==> config.mk <==
export PLATFORM = sky130hd
export DESIGN_NAME = train_lever_report_encoder
export DESIGN_NICKNAME = d
export VERILOG_FILES = /design/src/hw/rtl/tlre_pkg.sv /design/src/hw/rtl/tlre_state.sv /design/src/hw/rtl/tlre_format.sv /design/src/hw/rtl/tlre_serializer.sv /design/src/hw/rtl/train_lever_report_encoder.sv
export SDC_FILE = /design/constraint.sdc
export NUM_CORES = 1
export LEC_CHECK = 0
export ABC_AREA = 1
export ABC_CLOCK_PERIOD_IN_PS = 3500
export BUFFER_PORTS_ARGS = -buffer_cell sky130_fd_sc_hd__buf_2
export CAP_MARGIN = 40
export CELL_PAD_IN_SITES_DETAIL_PLACEMENT = 1
export CELL_PAD_IN_SITES_GLOBAL_PLACEMENT = 1
export CORE_AREA = 4 4 101 103
export CTS_BUF_LIST = sky130_fd_sc_hd__clkbuf_8
export CTS_CLUSTER_DIAMETER = 200
export DETAILED_ROUTE_END_ITERATION = 16
export DIE_AREA = 0 0 105 107
export GPL_ROUTABILITY_DRIVEN = 0
export PLACE_DENSITY_LB_ADDON = 0.1
export SLEW_MARGIN = 10
export SYNTH_ARGS = -nofsm -noshare
export SYNTH_HDL_FRONTEND = slang
export SYNTH_SLANG_ARGS = --single-unit
==> constraint.sdc <==
create_clock -name clk -period 3.5 [get_ports clk]
set_input_delay 0.7 -clock clk [delete_from_list [all_inputs] [get_ports clk]]
set_output_delay 0.7 -clock clk [all_outputs]
set_load 0.02 [all_outputs]
==> src/hw/rtl/tlre_pkg.sv <==
`default_nettype none
// ----------------------------------------------------------------------------
// tlre_pkg
// Shared types, codes and lever notch tables for the train lever report
// encoder.
// ----------------------------------------------------------------------------
package tlre_pkg;

	localparam int REPORT_LEN = 6;

	typedef enum logic {
		CMD_SET    = 1'b0,
		CMD_REPORT = 1'b1
	} cmd_t;

	typedef enum logic [3:0] {
		CTL_POWER  = 4'd0,
		CTL_BRAKE  = 4'd1,
		CTL_UP     = 4'd2,
		CTL_RIGHT  = 4'd3,
		CTL_DOWN   = 4'd4,
		CTL_LEFT   = 4'd5,
		CTL_B      = 4'd6,
		CTL_A      = 4'd7,
		CTL_C      = 4'd8,
		CTL_D      = 4'd9,
		CTL_SELECT = 4'd10,
		CTL_START  = 4'd11
	} ctl_id_t;

	typedef enum logic {
		LAYOUT_A = 1'b0,
		LAYOUT_B = 1'b1
	} layout_t;

	// hat: bit 0 up, 1 right, 2 down, 3 left
	// buttons: bit 0 B, 1 A, 2 C, 3 D, 4 select, 5 start
	typedef struct packed {
		logic [7:0] power;
		logic [7:0] brake;
		logic [3:0] hat;
		logic [5:0] buttons;
	} ctl_state_t;

	typedef logic [REPORT_LEN-1:0][7:0] report_t;

	localparam logic [7:0] HAT_RELEASED = 8'h08;
	localparam logic [7:0] BYTE_FILL    = 8'hFF;
	localparam logic [7:0] BYTE_HDR_A   = 8'h01;
	localparam logic [7:0] BYTE_ZERO    = 8'h00;

	// Notch tables: first descending threshold met selects the code.
	function automatic logic [7:0] power_notch_a(input logic [7:0] v);
		logic [7:0] c;
		if (v >= 8'hF8)      c = 8'h00;
		else if (v >= 8'hC8) c = 8'h21;
		else if (v >= 8'h98) c = 8'h3F;
		else if (v >= 8'h58) c = 8'h54;
		else if (v >= 8'h28) c = 8'h6D;
		else                 c = 8'h81;
		return c;
	endfunction

	function automatic logic [7:0] brake_notch_a(input logic [7:0] v);
		logic [7:0] c;
		if (v >= 8'hF8)      c = 8'hB9;
		else if (v >= 8'hE6) c = 8'hB5;
		else if (v >= 8'hCA) c = 8'hB2;
		else if (v >= 8'hAE) c = 8'hAF;
		else if (v >= 8'h92) c = 8'hA8;
		else if (v >= 8'h76) c = 8'hA2;
		else if (v >= 8'h5A) c = 8'h9A;
		else if (v >= 8'h3E) c = 8'h94;
		else if (v >= 8'h22) c = 8'h8A;
		else                 c = 8'h79;
		return c;
	endfunction

	function automatic logic [7:0] power_notch_b(input logic [7:0] v);
		logic [7:0] c;
		if (v >= 8'hF7)      c = 8'hFB;
		else if (v >= 8'hE4) c = 8'hE9;
		else if (v >= 8'hD1) c = 8'hD7;
		else if (v >= 8'hBE) c = 8'hC6;
		else if (v >= 8'hAB) c = 8'hB4;
		else if (v >= 8'h98) c = 8'hA2;
		else if (v >= 8'h85) c = 8'h90;
		else if (v >= 8'h72) c = 8'h7E;
		else if (v >= 8'h5F) c = 8'h6C;
		else if (v >= 8'h4C) c = 8'h5A;
		else if (v >= 8'h39) c = 8'h48;
		else if (v >= 8'h26) c = 8'h36;
		else if (v >= 8'h13) c = 8'h24;
		else                 c = 8'h12;
		return c;
	endfunction

	function automatic logic [7:0] brake_notch_b(input logic [7:0] v);
		logic [7:0] c;
		if (v >= 8'hF8)      c = 8'hFB;
		else if (v >= 8'hCA) c = 8'hDF;
		else if (v >= 8'hAE) c = 8'hC3;
		else if (v >= 8'h92) c = 8'hA7;
		else if (v >= 8'h76) c = 8'h8B;
		else if (v >= 8'h5A) c = 8'h70;
		else if (v >= 8'h3E) c = 8'h54;
		else if (v >= 8'h22) c = 8'h38;
		else                 c = 8'h1C;
		return c;
	endfunction

	// Diagonals win over single directions.
	function automatic logic [7:0] hat_code(input logic [3:0] h);
		logic [7:0] c;
		if (h[0] && h[1])      c = 8'd1;
		else if (h[1] && h[2]) c = 8'd3;
		else if (h[2] && h[3]) c = 8'd5;
		else if (h[3] && h[0]) c = 8'd7;
		else if (h[0])         c = 8'd0;
		else if (h[1])         c = 8'd2;
		else if (h[2])         c = 8'd4;
		else if (h[3])         c = 8'd6;
		else                   c = HAT_RELEASED;
		return c;
	endfunction

	// Layout B order: D, C, B, A, select, start
	function automatic logic [7:0] buttons_b(input logic [5:0] b);
		return {2'b00, b[5], b[4], b[1], b[0], b[2], b[3]};
	endfunction

endpackage
`default_nettype wire

==> src/hw/rtl/tlre_state.sv <==
`default_nettype none
// ----------------------------------------------------------------------------
// tlre_state
// Control state registers: lever levels, hat flags and button bits, updated
// by one set beat per cycle.
// ----------------------------------------------------------------------------
module tlre_state (
	input  wire logic                 clk,
	input  wire logic                 arst_n,
	input  wire logic                 upd_en,
	input  wire logic [3:0]           upd_id,
	input  wire logic [7:0]           upd_value,
	output tlre_pkg::ctl_state_t      state
);
	import tlre_pkg::*;

	ctl_state_t state_q;
	ctl_state_t state_nxt;
	logic       hat_on;
	logic       btn_on;

	assign hat_on = (upd_value != 8'h00);
	assign btn_on = upd_value[7];

	always_comb begin
		state_nxt = state_q;
		if (upd_en) begin
			case (upd_id)
				CTL_POWER:  state_nxt.power      = upd_value;
				CTL_BRAKE:  state_nxt.brake      = upd_value;
				CTL_UP:     state_nxt.hat[0]     = hat_on;
				CTL_RIGHT:  state_nxt.hat[1]     = hat_on;
				CTL_DOWN:   state_nxt.hat[2]     = hat_on;
				CTL_LEFT:   state_nxt.hat[3]     = hat_on;
				CTL_B:      state_nxt.buttons[0] = btn_on;
				CTL_A:      state_nxt.buttons[1] = btn_on;
				CTL_C:      state_nxt.buttons[2] = btn_on;
				CTL_D:      state_nxt.buttons[3] = btn_on;
				CTL_SELECT: state_nxt.buttons[4] = btn_on;
				CTL_START:  state_nxt.buttons[5] = btn_on;
				default:    state_nxt = state_q;  // unused ids are dropped
			endcase
		end
	end

	always_ff @(posedge clk or negedge arst_n) begin
		if (!arst_n) begin
			state_q <= '0;
		end else begin
			state_q <= state_nxt;
		end
	end

	assign state = state_q;

`ifndef NO_ASSERTIONS
	a_unused_id_no_change: assert property (@(posedge clk) disable iff (!arst_n)
		(upd_en && upd_id > CTL_START) |=> $stable(state_q))
		else $error("set with unused id changed state");
	a_idle_no_change: assert property (@(posedge clk) disable iff (!arst_n)
		!upd_en |=> $stable(state_q))
		else $error("state changed without a set beat");
	a_power_written: assert property (@(posedge clk) disable iff (!arst_n)
		(upd_en && upd_id == CTL_POWER) |=> state_q.power == $past(upd_value))
		else $error("power level not written");
`endif

endmodule
`default_nettype wire

==> src/hw/rtl/tlre_format.sv <==
`default_nettype none
// ----------------------------------------------------------------------------
// tlre_format
// Builds the six report bytes for the selected layout from the control state.
// ----------------------------------------------------------------------------
module tlre_format (
	input  wire logic                 layout,
	input  wire tlre_pkg::ctl_state_t state,
	output tlre_pkg::report_t         report
);
	import tlre_pkg::*;

	logic [7:0] hat;

	assign hat = hat_code(state.hat);

	always_comb begin
		case (layout)
			LAYOUT_A: begin
				report[0] = BYTE_HDR_A;
				report[1] = brake_notch_a(state.brake);
				report[2] = power_notch_a(state.power);
				report[3] = BYTE_FILL;
				report[4] = hat;
				report[5] = {2'b00, state.buttons};
			end
			LAYOUT_B: begin
				report[0] = brake_notch_b(state.brake);
				report[1] = power_notch_b(state.power);
				report[2] = BYTE_FILL;
				report[3] = hat;
				report[4] = buttons_b(state.buttons);
				report[5] = BYTE_ZERO;
			end
			default: report = '0;
		endcase
	end

endmodule
`default_nettype wire

==> src/hw/rtl/tlre_serializer.sv <==
`default_nettype none
// ----------------------------------------------------------------------------
// tlre_serializer
// Six-byte shift buffer that sends a loaded report one beat per cycle while
// out_ready is high, and can reload on the cycle its last beat is taken.
// ----------------------------------------------------------------------------
module tlre_serializer (
	input  wire logic              clk,
	input  wire logic              arst_n,
	input  wire logic              load,
	input  wire tlre_pkg::report_t report,
	output logic                   load_ok,
	output logic                   out_valid,
	input  wire logic              out_ready,
	output logic [7:0]             report_byte,
	output logic                   last
);
	import tlre_pkg::*;

	localparam logic [2:0] LEN = 3'(REPORT_LEN);

	report_t    buf_q;
	logic [2:0] cnt_q;
	logic       beat;

	assign out_valid   = (cnt_q != 3'd0);
	assign beat        = out_valid && out_ready;
	assign last        = (cnt_q == 3'd1);
	assign report_byte = buf_q[0];
	assign load_ok     = !out_valid || (last && out_ready);

	always_ff @(posedge clk or negedge arst_n) begin
		if (!arst_n) begin
			cnt_q <= 3'd0;
		end else if (load) begin
			cnt_q <= LEN;
		end else if (beat) begin
			cnt_q <= cnt_q - 3'd1;
		end
	end

	always_ff @(posedge clk) begin
		if (load) begin
			buf_q <= report;
		end else if (beat) begin
			for (int i = 0; i < REPORT_LEN - 1; i++) begin
				buf_q[i] <= buf_q[i+1];
			end
		end
	end

`ifndef NO_ASSERTIONS
	a_load_when_free: assert property (@(posedge clk) disable iff (!arst_n)
		load |-> load_ok)
		else $error("report loaded over one in flight");
	a_cnt_range: assert property (@(posedge clk) disable iff (!arst_n)
		cnt_q <= LEN)
		else $error("beat count out of range");
	a_last_then_next: assert property (@(posedge clk) disable iff (!arst_n)
		(last && out_ready) |=> (cnt_q == 3'd0 || cnt_q == LEN))
		else $error("bad count after last beat");
`endif

endmodule
`default_nettype wire

==> src/hw/rtl/train_lever_report_encoder.sv <==
`default_nettype none
// Report path: an accepted item is registered in the input stage, then the
//   report snapshot is loaded into the byte buffer that presents its bytes.
// Throughput: set items one per cycle unless a report waits in the input
//   stage; six byte beats per report, back to back, paced by the shift buffer.
// Reset: arst_n clears levels, flags, buttons, layout select and all valids.
// ----------------------------------------------------------------------------
// train_lever_report_encoder
// Train lever controller report generator: applies set items to the control
// state and emits six-byte reports in one of two layouts.
// ----------------------------------------------------------------------------
module train_lever_report_encoder (
	input  wire logic       clk,
	input  wire logic       arst_n,
	input  wire logic       cfg_valid,
	output logic            cfg_ready,
	input  wire logic       cfg_data,
	input  wire logic       in_valid,
	output logic            in_ready,
	input  wire logic       cmd,
	input  wire logic [3:0] control_id,
	input  wire logic [7:0] control_value,
	output logic            out_valid,
	input  wire logic       out_ready,
	output logic [7:0]      report_byte,
	output logic            last
);
	import tlre_pkg::*;

	logic       layout_q;
	logic       valid_s1;
	logic       cmd_s1;
	logic [3:0] id_s1;
	logic [7:0] value_s1;
	logic       adv_s1;
	logic       set_en;
	logic       rpt_load;
	logic       load_ok;
	ctl_state_t state;
	report_t    report;

	assign cfg_ready = 1'b1;

	always_ff @(posedge clk or negedge arst_n) begin
		if (!arst_n) begin
			layout_q <= LAYOUT_A;
		end else if (cfg_valid && cfg_ready) begin
			layout_q <= cfg_data;
		end
	end

	// A set beat always moves on; a report waits for the byte buffer.
	assign adv_s1   = valid_s1 && ((cmd_s1 == CMD_SET) || load_ok);
	assign set_en   = adv_s1 && (cmd_s1 == CMD_SET);
	assign rpt_load = adv_s1 && (cmd_s1 == CMD_REPORT);
	assign in_ready = !valid_s1 || adv_s1;

	always_ff @(posedge clk or negedge arst_n) begin
		if (!arst_n) begin
			valid_s1 <= 1'b0;
		end else if (in_ready) begin
			valid_s1 <= in_valid;
		end
	end

	always_ff @(posedge clk) begin
		if (in_valid && in_ready) begin
			cmd_s1   <= cmd;
			id_s1    <= control_id;
			value_s1 <= control_value;
		end
	end

	tlre_state u_state (
		.clk       (clk),
		.arst_n    (arst_n),
		.upd_en    (set_en),
		.upd_id    (id_s1),
		.upd_value (value_s1),
		.state     (state)
	);

	tlre_format u_format (
		.layout (layout_q),
		.state  (state),
		.report (report)
	);

	tlre_serializer u_ser (
		.clk         (clk),
		.arst_n      (arst_n),
		.load        (rpt_load),
		.report      (report),
		.load_ok     (load_ok),
		.out_valid   (out_valid),
		.out_ready   (out_ready),
		.report_byte (report_byte),
		.last        (last)
	);

`ifndef NO_ASSERTIONS
	a_set_never_stalls: assert property (@(posedge clk) disable iff (!arst_n)
		(valid_s1 && cmd_s1 == CMD_SET) |-> in_ready)
		else $error("set beat stalled");
	a_report_stall_reason: assert property (@(posedge clk) disable iff (!arst_n)
		(valid_s1 && !in_ready) |-> (cmd_s1 == CMD_REPORT && out_valid))
		else $error("input stalled with free byte buffer");
	a_report_starts_out: assert property (@(posedge clk) disable iff (!arst_n)
		rpt_load |=> (out_valid && !last))
		else $error("loaded report not presented");
`endif

endmodule
`default_nettype wire

# After elaboration in Yosys (flattened, before gate mapping)
# Index checks and enable logic that the tools add are counted.
# Widths: inputs -> output; s select.
dict set report word_totals {
  regBits 92
  latch_bits 0
  ram_bits 0
  romBits 0
  out_inout_bits 12
  elab_cells 144
  mem_count 0
}
dict set report classes {
  addsub 1
  n_mul 0
  div 0
  n_lt_le_gt_ge 26
  n_eq_ne 12
  shift 0
  mux 48
  n_bitwise 2
  n_reduce_logical 31
}
# op count
set ops {}
lappend ops {{$mux 8} 40}
lappend ops {{$ge 8x8->1 const B} 14}
lappend ops {{$pmux 48 s2} 1}
lappend ops {{$mux 40} 2}
lappend ops {{$ge 8x7->1 const B} 6}
lappend ops {{$ge 8x6->1 const B} 5}
lappend ops {{$reduce_and 2->1} 12}
lappend ops {{$eq 4x3->1 const B} 4}
lappend ops {{$eq 4x4->1 const B} 4}
lappend ops {{$mux 6} 2}
lappend ops {{$logic_and 1x1->1} 10}
lappend ops {{$eq 4x2->1 const B} 2}
lappend ops {{$ge 8x5->1 const B} 1}
lappend ops {{$reduce_bool 8->1} 1}
lappend ops {{$mux 3} 2}
lappend ops {{$eq 4x1->1 const B} 1}
lappend ops {{$logic_not 4->1} 1}
lappend ops {{$mux 4} 1}
lappend ops {{$eq 3x1->1 const B} 1}
lappend ops {{$logic_or 1x1->1} 3}
lappend ops {{$reduce_bool 3->1} 1}
lappend ops {{$sub 3x1->3 const B} 1}
lappend ops {{$logic_not 1->1} 2}
lappend ops {{$not 1->1} 2}
lappend ops {{$reduce_bool 2->1} 1}

# Longest topological paths before layout
# Gate-level depths: netlist of run 1.
dict set report depth {
  word_depth 16
  depth_mapped 18
}

# Hierarchy
# A second synthesis of run 1 with hierarchy kept.
dict set report unflattened {
  hier_cells 630
  hier_area_um2 5077.4
}
# mod instances cells_per_inst area_per_inst_um2 seq_area_each_um2
set modules_own_cells {}
lappend modules_own_cells {tlre_serializer 1 215 2314.7 1516.5}
lappend modules_own_cells {tlre_state 1 150 1183.6 650.6}
lappend modules_own_cells {tlre_format 1 235 1076.0 0.0}
lappend modules_own_cells {train_lever_report_encoder 1 30 503.0 440.4}

# Worst setup path before layout of run 1
# Ideal clock, no wire load.
dict set report synth_timing {
  kind {register -> register}
  startpoint {register u_ser.cnt_q[1]}
  endpoint {register u_ser.buf_q[10] (netlist bit) (enable)}
  setup_time_ps 395
  arrival_ps 2276
  required_time_ps 3105
  setup_slack_ps 829
  stages_incl_launch_ff 11
  path_buffers 0
  period_less_slack_ps 2671
  path_cell_list {dfrtp_1 > inv_1 > ha_1 > inv_1 > nor2_2 > nand2_1 > nand3_1 > inv_2 > nor3_4 > inv_4 > nand2_1}
}
dict set report synth_between {
  elab_chain_len 7
  word_cells_on_any_way 10
  cone_classes {eq/ne: 1; reduce/logical: 9}
}
# element line_no
set synth_lines {}
lappend synth_lines {{start, declared} tlre_serializer.sv:23} ;# logic [2:0] cnt_q;
lappend synth_lines {{start signal, assigned} tlre_serializer.sv:38} ;# cnt_q <= cnt_q - 3'd1;
lappend synth_lines {{$eq 3x1->1} tlre_serializer.sv:28} ;# assign last = (cnt_q == 3'd1);
lappend synth_lines {{via last} train_lever_report_encoder.sv:26} ;# output logic last
lappend synth_lines {{$logic_and 1x1->1} tlre_serializer.sv:30} ;# assign load_ok = !out_valid || (last && out_ready);
lappend synth_lines {{$logic_or 1x1->1} tlre_serializer.sv:30}
lappend synth_lines {{$logic_or 1x1->1} train_lever_report_encoder.sv:53} ;# assign adv_s1 = valid_s1 && ((cmd_s1 == CMD_SET) || load_ok);
lappend synth_lines {{$logic_and 1x1->1} train_lever_report_encoder.sv:53}
lappend synth_lines {{$logic_and 1x1->1} train_lever_report_encoder.sv:55} ;# assign rpt_load = adv_s1 && (cmd_s1 == CMD_REPORT);
lappend synth_lines {{$reduce_bool 2->1 (no line)} --}
lappend synth_lines {{end signal, assigned} tlre_serializer.sv:44} ;# buf_q <= report;
lappend synth_lines {{end signal, assigned by index} tlre_serializer.sv:47} ;# buf_q[i] <= buf_q[i+1];
lappend synth_lines {{end, declared} tlre_serializer.sv:22} ;# report_t buf_q;
# The timed path passes the listed nets, and every way through them passes these cells.
# A chain may end at the register's enable or synchronous reset.

# Worst setup path in the final report of run 1
dict set report layout_timing {
  startpoint {register u_ser.cnt_q[1]}
  endpoint {register u_ser.buf_q (netlist bit u_ser.report_byte[0]) (data pin)}
}
dict set report layout_between {
  elab_chain_len 7
  word_cells_on_any_way 9
  cone_classes {eq/ne: 1; mux: 1; reduce/logical: 7}
}
# element line_no
set layout_lines {}
lappend layout_lines {{$eq 3x1->1 or $reduce_bool 3->1 (tied branches)} {tlre_serializer.sv:28, tlre_serializer.sv:26}}
lappend layout_lines {{$logic_and 1x1->1 or $logic_not 1->1 (tied branches)} tlre_serializer.sv:30}
lappend layout_lines {{$logic_or 1x1->1 (*)} tlre_serializer.sv:30}
lappend layout_lines {{$logic_or 1x1->1 (*)} train_lever_report_encoder.sv:53}
lappend layout_lines {{$logic_and 1x1->1 (*)} train_lever_report_encoder.sv:53}
lappend layout_lines {{$logic_and 1x1->1 (*)} train_lever_report_encoder.sv:55}
lappend layout_lines {{$mux 40 (*)} tlre_serializer.sv:43} ;# if (load) begin
# Mark *: on every way between the ends. The rest lies on a longest branch, timed or not.

==> impl_metrics.toml, run 1 <==
[min_path]
hold_class = "in -> async"

[yosys]
synth.most_common_cell = "nand2_1"
yosysTopAreaCellShare_pct = 38.1
synth_area_sq_um = 4420
synthFlopType = "edfxtp_1"
syn_nets = 529
synth_common_cells = "nand2_1 (142), inv_1 (61), edfxtp_1 (56)"
synth_area_leaders = "edfxtp_1 (38%), dfrtp_1 (17%), nand2_1 (12%), inv_1 (5.2%), nor2_1 (4.5%)"
synth_top_area_cell = "edfxtp_1"
avgSynthCellArea_sq_um = 8.72
synthCells = 507
ys_seq_elements = 86
synth_cell_types = 38
ys_warn_count = 0
ys_seq_area_share_pct = 55.0
async_flop_share_pct = 34.9
synth_edf_count = 56

[clocking]
clock-sinks = 86
postCtsResizedCells = 0
cts_tree = "built"
clk_path_buf_depth = 2
post_cts_buffers = 0
root_buffer = "clkbuf_8"
path_clk_slew_ps = 90
clk_latency_ps = 360
cts_hold_buf = 0
cts_buffers = 9
htree_levels = 3

[sta]
worst_slew_pin_slew_ps = 721
hold_slack_ps = 392
setup_slack_ps = 1190
final.setup.tns_ps = 0
setup_viol = 0
skew_ps = 14.5
finalCritPeriodShare_pct = 65.9
slew_headroom_pct = 51.9
slew_violations = 0
finalHoldViolations = 0
period_needed_ps = 2310
fmax_mhz = 434
rsz0062_at_grt = "no"

[layout]
design_area_sq_um = 4790
diodes = 0
syn2layout_area_growth_pct = 8.41
final_layout_size_suffix_gt1_share_pct = 12.6
seqCellArea_sq_um = 2430
multi_input_area_sq_um = 1590
fin_nets = 549
num-fill-cells = 1113

[die]
start_util_pct = 48.1
rows = 35
die_w_um = 105
die_height_um = 107
ios = 31
die-area_sq_um = 11200
coreArea_sq_um = 9200

[drt]
vias_per_cell = 5.28
drtIter0Drc = 132
drc_errors = 0
routed_wire_length_per_instance_um = 15.8
firstDrtPassIters = 4
vias = 3398
drt_wl_total_um = 10200
ant_nets = 0

[global_routing]
antenna_found_initial = 0
grtUsageTotal_pct = 19.4
grt_max_degree = 39
grt_pass1_vias = 3512
grt-ovfl-total = 0
grt_pass1_wl_um = 17500

[power]
leakagePower_nw = 2.23
total_power_mw = 4.01
peakVddDrop_mv = 0.321
power.density_nw_per_um2 = 836

[worst_setup_path]
slowest_delay_ps = 390
end_kind = "flip-flop"
arrival_ps = 2410
crit_family = "buffers and inverters"
cp_data_required_time_ps = 3600
rr_startpoint = "u_ser.cnt_q[1]$_DFFE_PN0P_"
ff2ff_path_depth = 12
r2r_end = "u_ser.report_byte[0]$_DFFE_PP_"
crit_slowest_cell = "dfrtp_1"
path_cells = "inv_1 > ha_1 > inv_1 > nor2_2 > nand2_1 > nand3_1 > inv_2 > nor3_4 > buf_4 > nand2_4 > inv_2 > a21oi_1"
crit_buf_inv = 5
crit_fanout = 30
worstSetupStartpointType = "flip-flop"
r2r_slack_ps = 1190
critPathKind = "reg -> reg"

[flow_run]
max_cap_violations = 0

[status]
status = "finished, final reports clean"

[place]
postPlaceCellArea_sq_um = 4580
hpwl_um = 7730
io_buffers = 29
preCtsSetupSlack_ps = 1160
-- how the worst max path moves through the flow --
stage                     slack, ps                        from  depth (start not counted)                        endpoint
after global placement         1220                   out_ready                          9       u_ser.buf_q[24]$_DFFE_PP_
final                          1190  u_ser.cnt_q[1]$_DFFE_PN0P_                         12  u_ser.report_byte[0]$_DFFE_PP_
after global routing            940  u_ser.cnt_q[1]$_DFFE_PN0P_                         12  u_ser.report_byte[0]$_DFFE_PP_
after floorplan                 830  u_ser.cnt_q[1]$_DFFE_PN0P_                         10       u_ser.buf_q[10]$_DFFE_PP_
after detailed placement       1160                   out_ready                          9  u_ser.report_byte[0]$_DFFE_PP_
after CTS                      1170  u_ser.cnt_q[1]$_DFFE_PN0P_                          9                        in_ready
-- per-layer routing --
metal | up-vias | track usage (%) | share of wire (%)
li1 | 1696 | - | -
met1 | 1633 | 26.8 | 50
met2 | 56 | 31.5 | 46
met3 | 13 | 2.71 | 2.8
met4 | 0 | 6.47 | 1.7
met5 | - | 0 | 0
-- cell type report --
class                   instances  share of cell area [%]
repair buffers                 31                    3.34
multi-input cells             330                    33.1
clock buffers                   9                    2.59
inverters                      69                    5.46
clock inverters                 7                    1.85
well taps                     111                    2.90
flip-flops and latches         86                    50.8
-- worst reg2reg max path, cell delays in order (launching register included) --
cell	delay (ps)
dfrtp_1	390
inv_1	110
ha_1	150
inv_1	40
nor2_2	90
nand2_1	60
nand3_1	80
inv_2	50
nor3_4	190
buf_4	370
nand2_4	230
inv_2	220
a21oi_1	100
-- power breakdown --
part / total (mW) / switching (mW) / internal [mW]
Combinational: 1.48 / 1.01 / 0.469
Sequential: 1.77 / 0.252 / 1.52
Clock: 0.758 / 0.361 / 0.397
-- cells by family after synthesis --
logic type / synth area share, %
AO/OA/AOI/OAI: 14.0
adder cells (fa/ha/maj): 0.849
buffers and inverters: 9.09
flip-flops: 55.0
other: 0.0849
AND/OR/NAND/NOR: 20.9
-- per-stage QoR --
step           util [%]  std cells
3_3_place_gp       49.8        627
4_1_cts            52.1        643
6_report           52.1        643
3_5_place_dp       49.8        627
2_1_floorplan         -        507
5_1_grt            52.1        643
-- sequential cells by signal, indices dropped and copies added, names as in the netlist --
name / count
u_state.state: 25
value_s1: 8
cmd_s1: 1
u_ser.report_byte: 8
layout_q: 1
id_s1: 4
u_ser.cnt_q: 3
valid_s1: 1
u_ser.buf_q: 35
-- layout by cell type, fill, tap and decap left out, drive strengths merged --
cell type / count
a21boi: 1
a21o: 1
a21oi: 24
a31oi: 11
buf: 31
bufinv: 2
clkbuf: 9
clkinv: 4
clkinvlp: 1
conb: 1
dfrtp: 30
edfxtp: 56
ha: 3
inv: 69
nand2: 144
nand3: 12
nand4: 4
nor2: 56
nor3: 7
o211ai: 4
o21ai: 50
o221ai: 4
o22ai: 2
o311ai: 1
o31ai: 4
or2: 1
Power figures use the tool's default switching activity.
==> inputs of run 2 (changes only) <==
--- a/config.mk
+++ b/config.mk
@@ -6,7 +6,7 @@
 export NUM_CORES = 1
 export LEC_CHECK = 0
 export ABC_AREA = 1
-export ABC_CLOCK_PERIOD_IN_PS = 3500
+export ABC_CLOCK_PERIOD_IN_PS = 2200
 export BUFFER_PORTS_ARGS = -buffer_cell sky130_fd_sc_hd__buf_2
 export CAP_MARGIN = 40
 export CELL_PAD_IN_SITES_DETAIL_PLACEMENT = 1
==> constraint.sdc (replaced) <==
create_clock -name clk -period 2.2 [get_ports clk]
set_input_delay 0.44 -clock clk [delete_from_list [all_inputs] [get_ports clk]]
set_output_delay 0.44 -clock clk [all_outputs]
set_load 0.02 [all_outputs]
==> run 2 against run 1 <==
  * Sequential cell count unchanged
  * Hold slack lost 260 ps
  * Clock power rose by 44%
  * Setup slack worse by 1000 ps
  * Clock skew decreased by 4.6 ps
  * Die area did not move
  * Sequential share of layout area decreased by 0.63 points
  * Combinational power up 66%
  * Critical path depth decreased by 5
  * Clock-buffer cell count is the same
==> impl_metrics.toml, run 2 (synthesis gave the netlist of run 1 again) <==
[drt]
drc_errors = 0
ant_nets = 0
vias = 3438
routed_wire_length_per_instance_um = 16.2
vias_per_cell = 5.29
drt_wl_total_um = 10500
drtIter0Drc = 146
firstDrtPassIters = 5

[global_routing]
antenna_found_initial = 0
grtUsageMet1_pct = 27.6
grt_pass1_wl_um = 18100
grt_pass1_vias = 3617
grt_max_degree = 31
grtUsageTotal_pct = 20.4
grt_use_met3_pct = 4.46
top_usage_layer = "met2"
met2_usage_pct = 33.7
grt-ovfl-total = 0

[worst_setup_path]
slowest_delay_ps = 370
crit_family = "flip-flops"
cp.depth = 7
path_cells = "inv_1 > ha_1 > nand2_1 > nand3_1 > inv_2 > nand2_1 > buf_2"
cp_data_required_time_ps = 1760
r2r_slack_ps = 220
ff2ff_path_depth = 10
crit_fanout = 4
worstSetupStartpointType = "flip-flop"
end_kind = "primary output"
r2r_end = "u_ser.report_byte[0]$_DFFE_PP_"
crit_slowest_cell = "dfrtp_1"
crit_buf_inv = 3
rr_startpoint = "u_ser.cnt_q[0]$_DFFE_PN0P_"
arrival_ps = 1600
cp_common_cell = "nand2_1"
critPathKind = "reg -> out"

[power]
comb_power_share_pct = 38.7
seqPwrFrac_pct = 44.2
switching_share_pct = 41.2
total_power_mw = 6.35
p_int_mw = 3.73
power_switching_mw = 2.62
p_clk_share_pct = 17.1
peakVddDrop_mv = 0.666
power.density_nw_per_um2 = 1310
leakagePower_nw = 2.26

[clocking]
cts_buffers = 9
post_cts_buffers = 0
path_clk_slew_ps = 80
htree_levels = 3
root_buffer = "clkbuf_8"
cts_hold_buf = 0
clk_path_buf_depth = 2
cts_tree = "built"
clock-sinks = 86
clk_latency_ps = 370
postCtsResizedCells = 0

[layout]
final_layout_size_suffix_gt1_share_pct = 14.1
diodes = 0
syn2layout_area_growth_pct = 9.77
fin_nets = 556
largest_reg_flops = 35
final_cell_mix = "nand2_1 (141), inv_1 (62), edfxtp_1 (56)"
num-fill-cells = 1098
final_common_cell = "nand2_1"
top_register = "u_ser.buf_q"

[sta]
final.setup.tns_ps = 0
finalHoldViolations = 0
finalCritPeriodShare_pct = 92.7
fmax_mhz = 490
slew_violations = 0
setup_viol = 0
rsz0062_at_grt = "no"
period_needed_ps = 2040
skew_ps = 9.89
slew_headroom_pct = 51.4
worst_slew_pin_slew_ps = 729

[die]
die_w_um = 105
rows = 35
die_height_um = 107
ios = 31
coreArea_sq_um = 9200
die-area_sq_um = 11200
start_util_pct = 48.1

[flow_run]
max_cap_violations = 0

[status]
status = "finished, final reports clean"

[place]
io_buffers = 29
hpwl_um = 8240

[min_path]
hold_class = "in -> async"
[run 2: worst max-delay path by stage]
stage | startpoint | end | slack [ps]
3_5_place_dp | u_ser.cnt_q[0]$_DFFE_PN0P_ | u_ser.buf_q[24]$_DFFE_PP_ | 150
3_3_place_gp | u_ser.cnt_q[1]$_DFFE_PN0P_ | u_ser.buf_q[24]$_DFFE_PP_ | 230
4_1_cts | u_ser.cnt_q[0]$_DFFE_PN0P_ | in_ready | 130
6_report | u_ser.cnt_q[0]$_DFFE_PN0P_ | in_ready | 160
2_1_floorplan | u_ser.cnt_q[1]$_DFFE_PN0P_ | u_ser.buf_q[10]$_DFFE_PP_ | 90
5_1_grt | u_ser.cnt_q[0]$_DFFE_PN0P_ | in_ready | 7
[run 2: cell type report]
class,instances,area (sq um),area share (%)
Clock buffer,9,124,2.55
Clock inverter,7,66.3,1.37
Inverter,69,264,5.44
Multi-Input combinational cell,330,1590,32.8
Sequential cell,86,2430,50.1
Tap cell,111,139,2.86
Timing Repair Buffer,38,233,4.80
[run 2: layer usage]
layer	vias up	share of wire, %	wire length (um)
met5	-	0	0
met4	0	1.1	113
met3	10	3.3	348
met2	56	48	5060
met1	1654	48	5020
li1	1718	-	-
[run 2: stage by stage]
step | setup WS [ps] | util [%] | instance area (sq um) | hold WS [ps] | instances
floorplan | 91.8 | - | 4430 | 144 | 507
global placement | 231 | 50.6 | 4650 | 472 | 634
detailed placement | 147 | 50.6 | 4650 | 497 | 634
CTS | 135 | 52.6 | 4840 | 128 | 650
global route | 6.52 | 52.7 | 4850 | 155 | 650
finish | 161 | 52.7 | 4850 | 133 | 650
[run 2: power by group through the flow]
stage	clock, mW	combinational, mW	sequential [mW]
after detailed placement	0	2.45	2.84
final	1.09	2.46	2.81
after CTS	1.12	2.46	2.81
after global routing	1.20	2.83	2.88
after floorplan	0	1.92	2.66
after global placement	0	2.35	2.82
[run 2: worst reg2reg max path: stages (launching register included)]
cell,delay [ps]
dfrtp_1,390
inv_1,120
ha_1,160
nand2_1,100
nand3_1,120
inv_2,50
nor3_4,190
buf_6,180
nand2_4,160
inv_4,160
a21oi_1,90
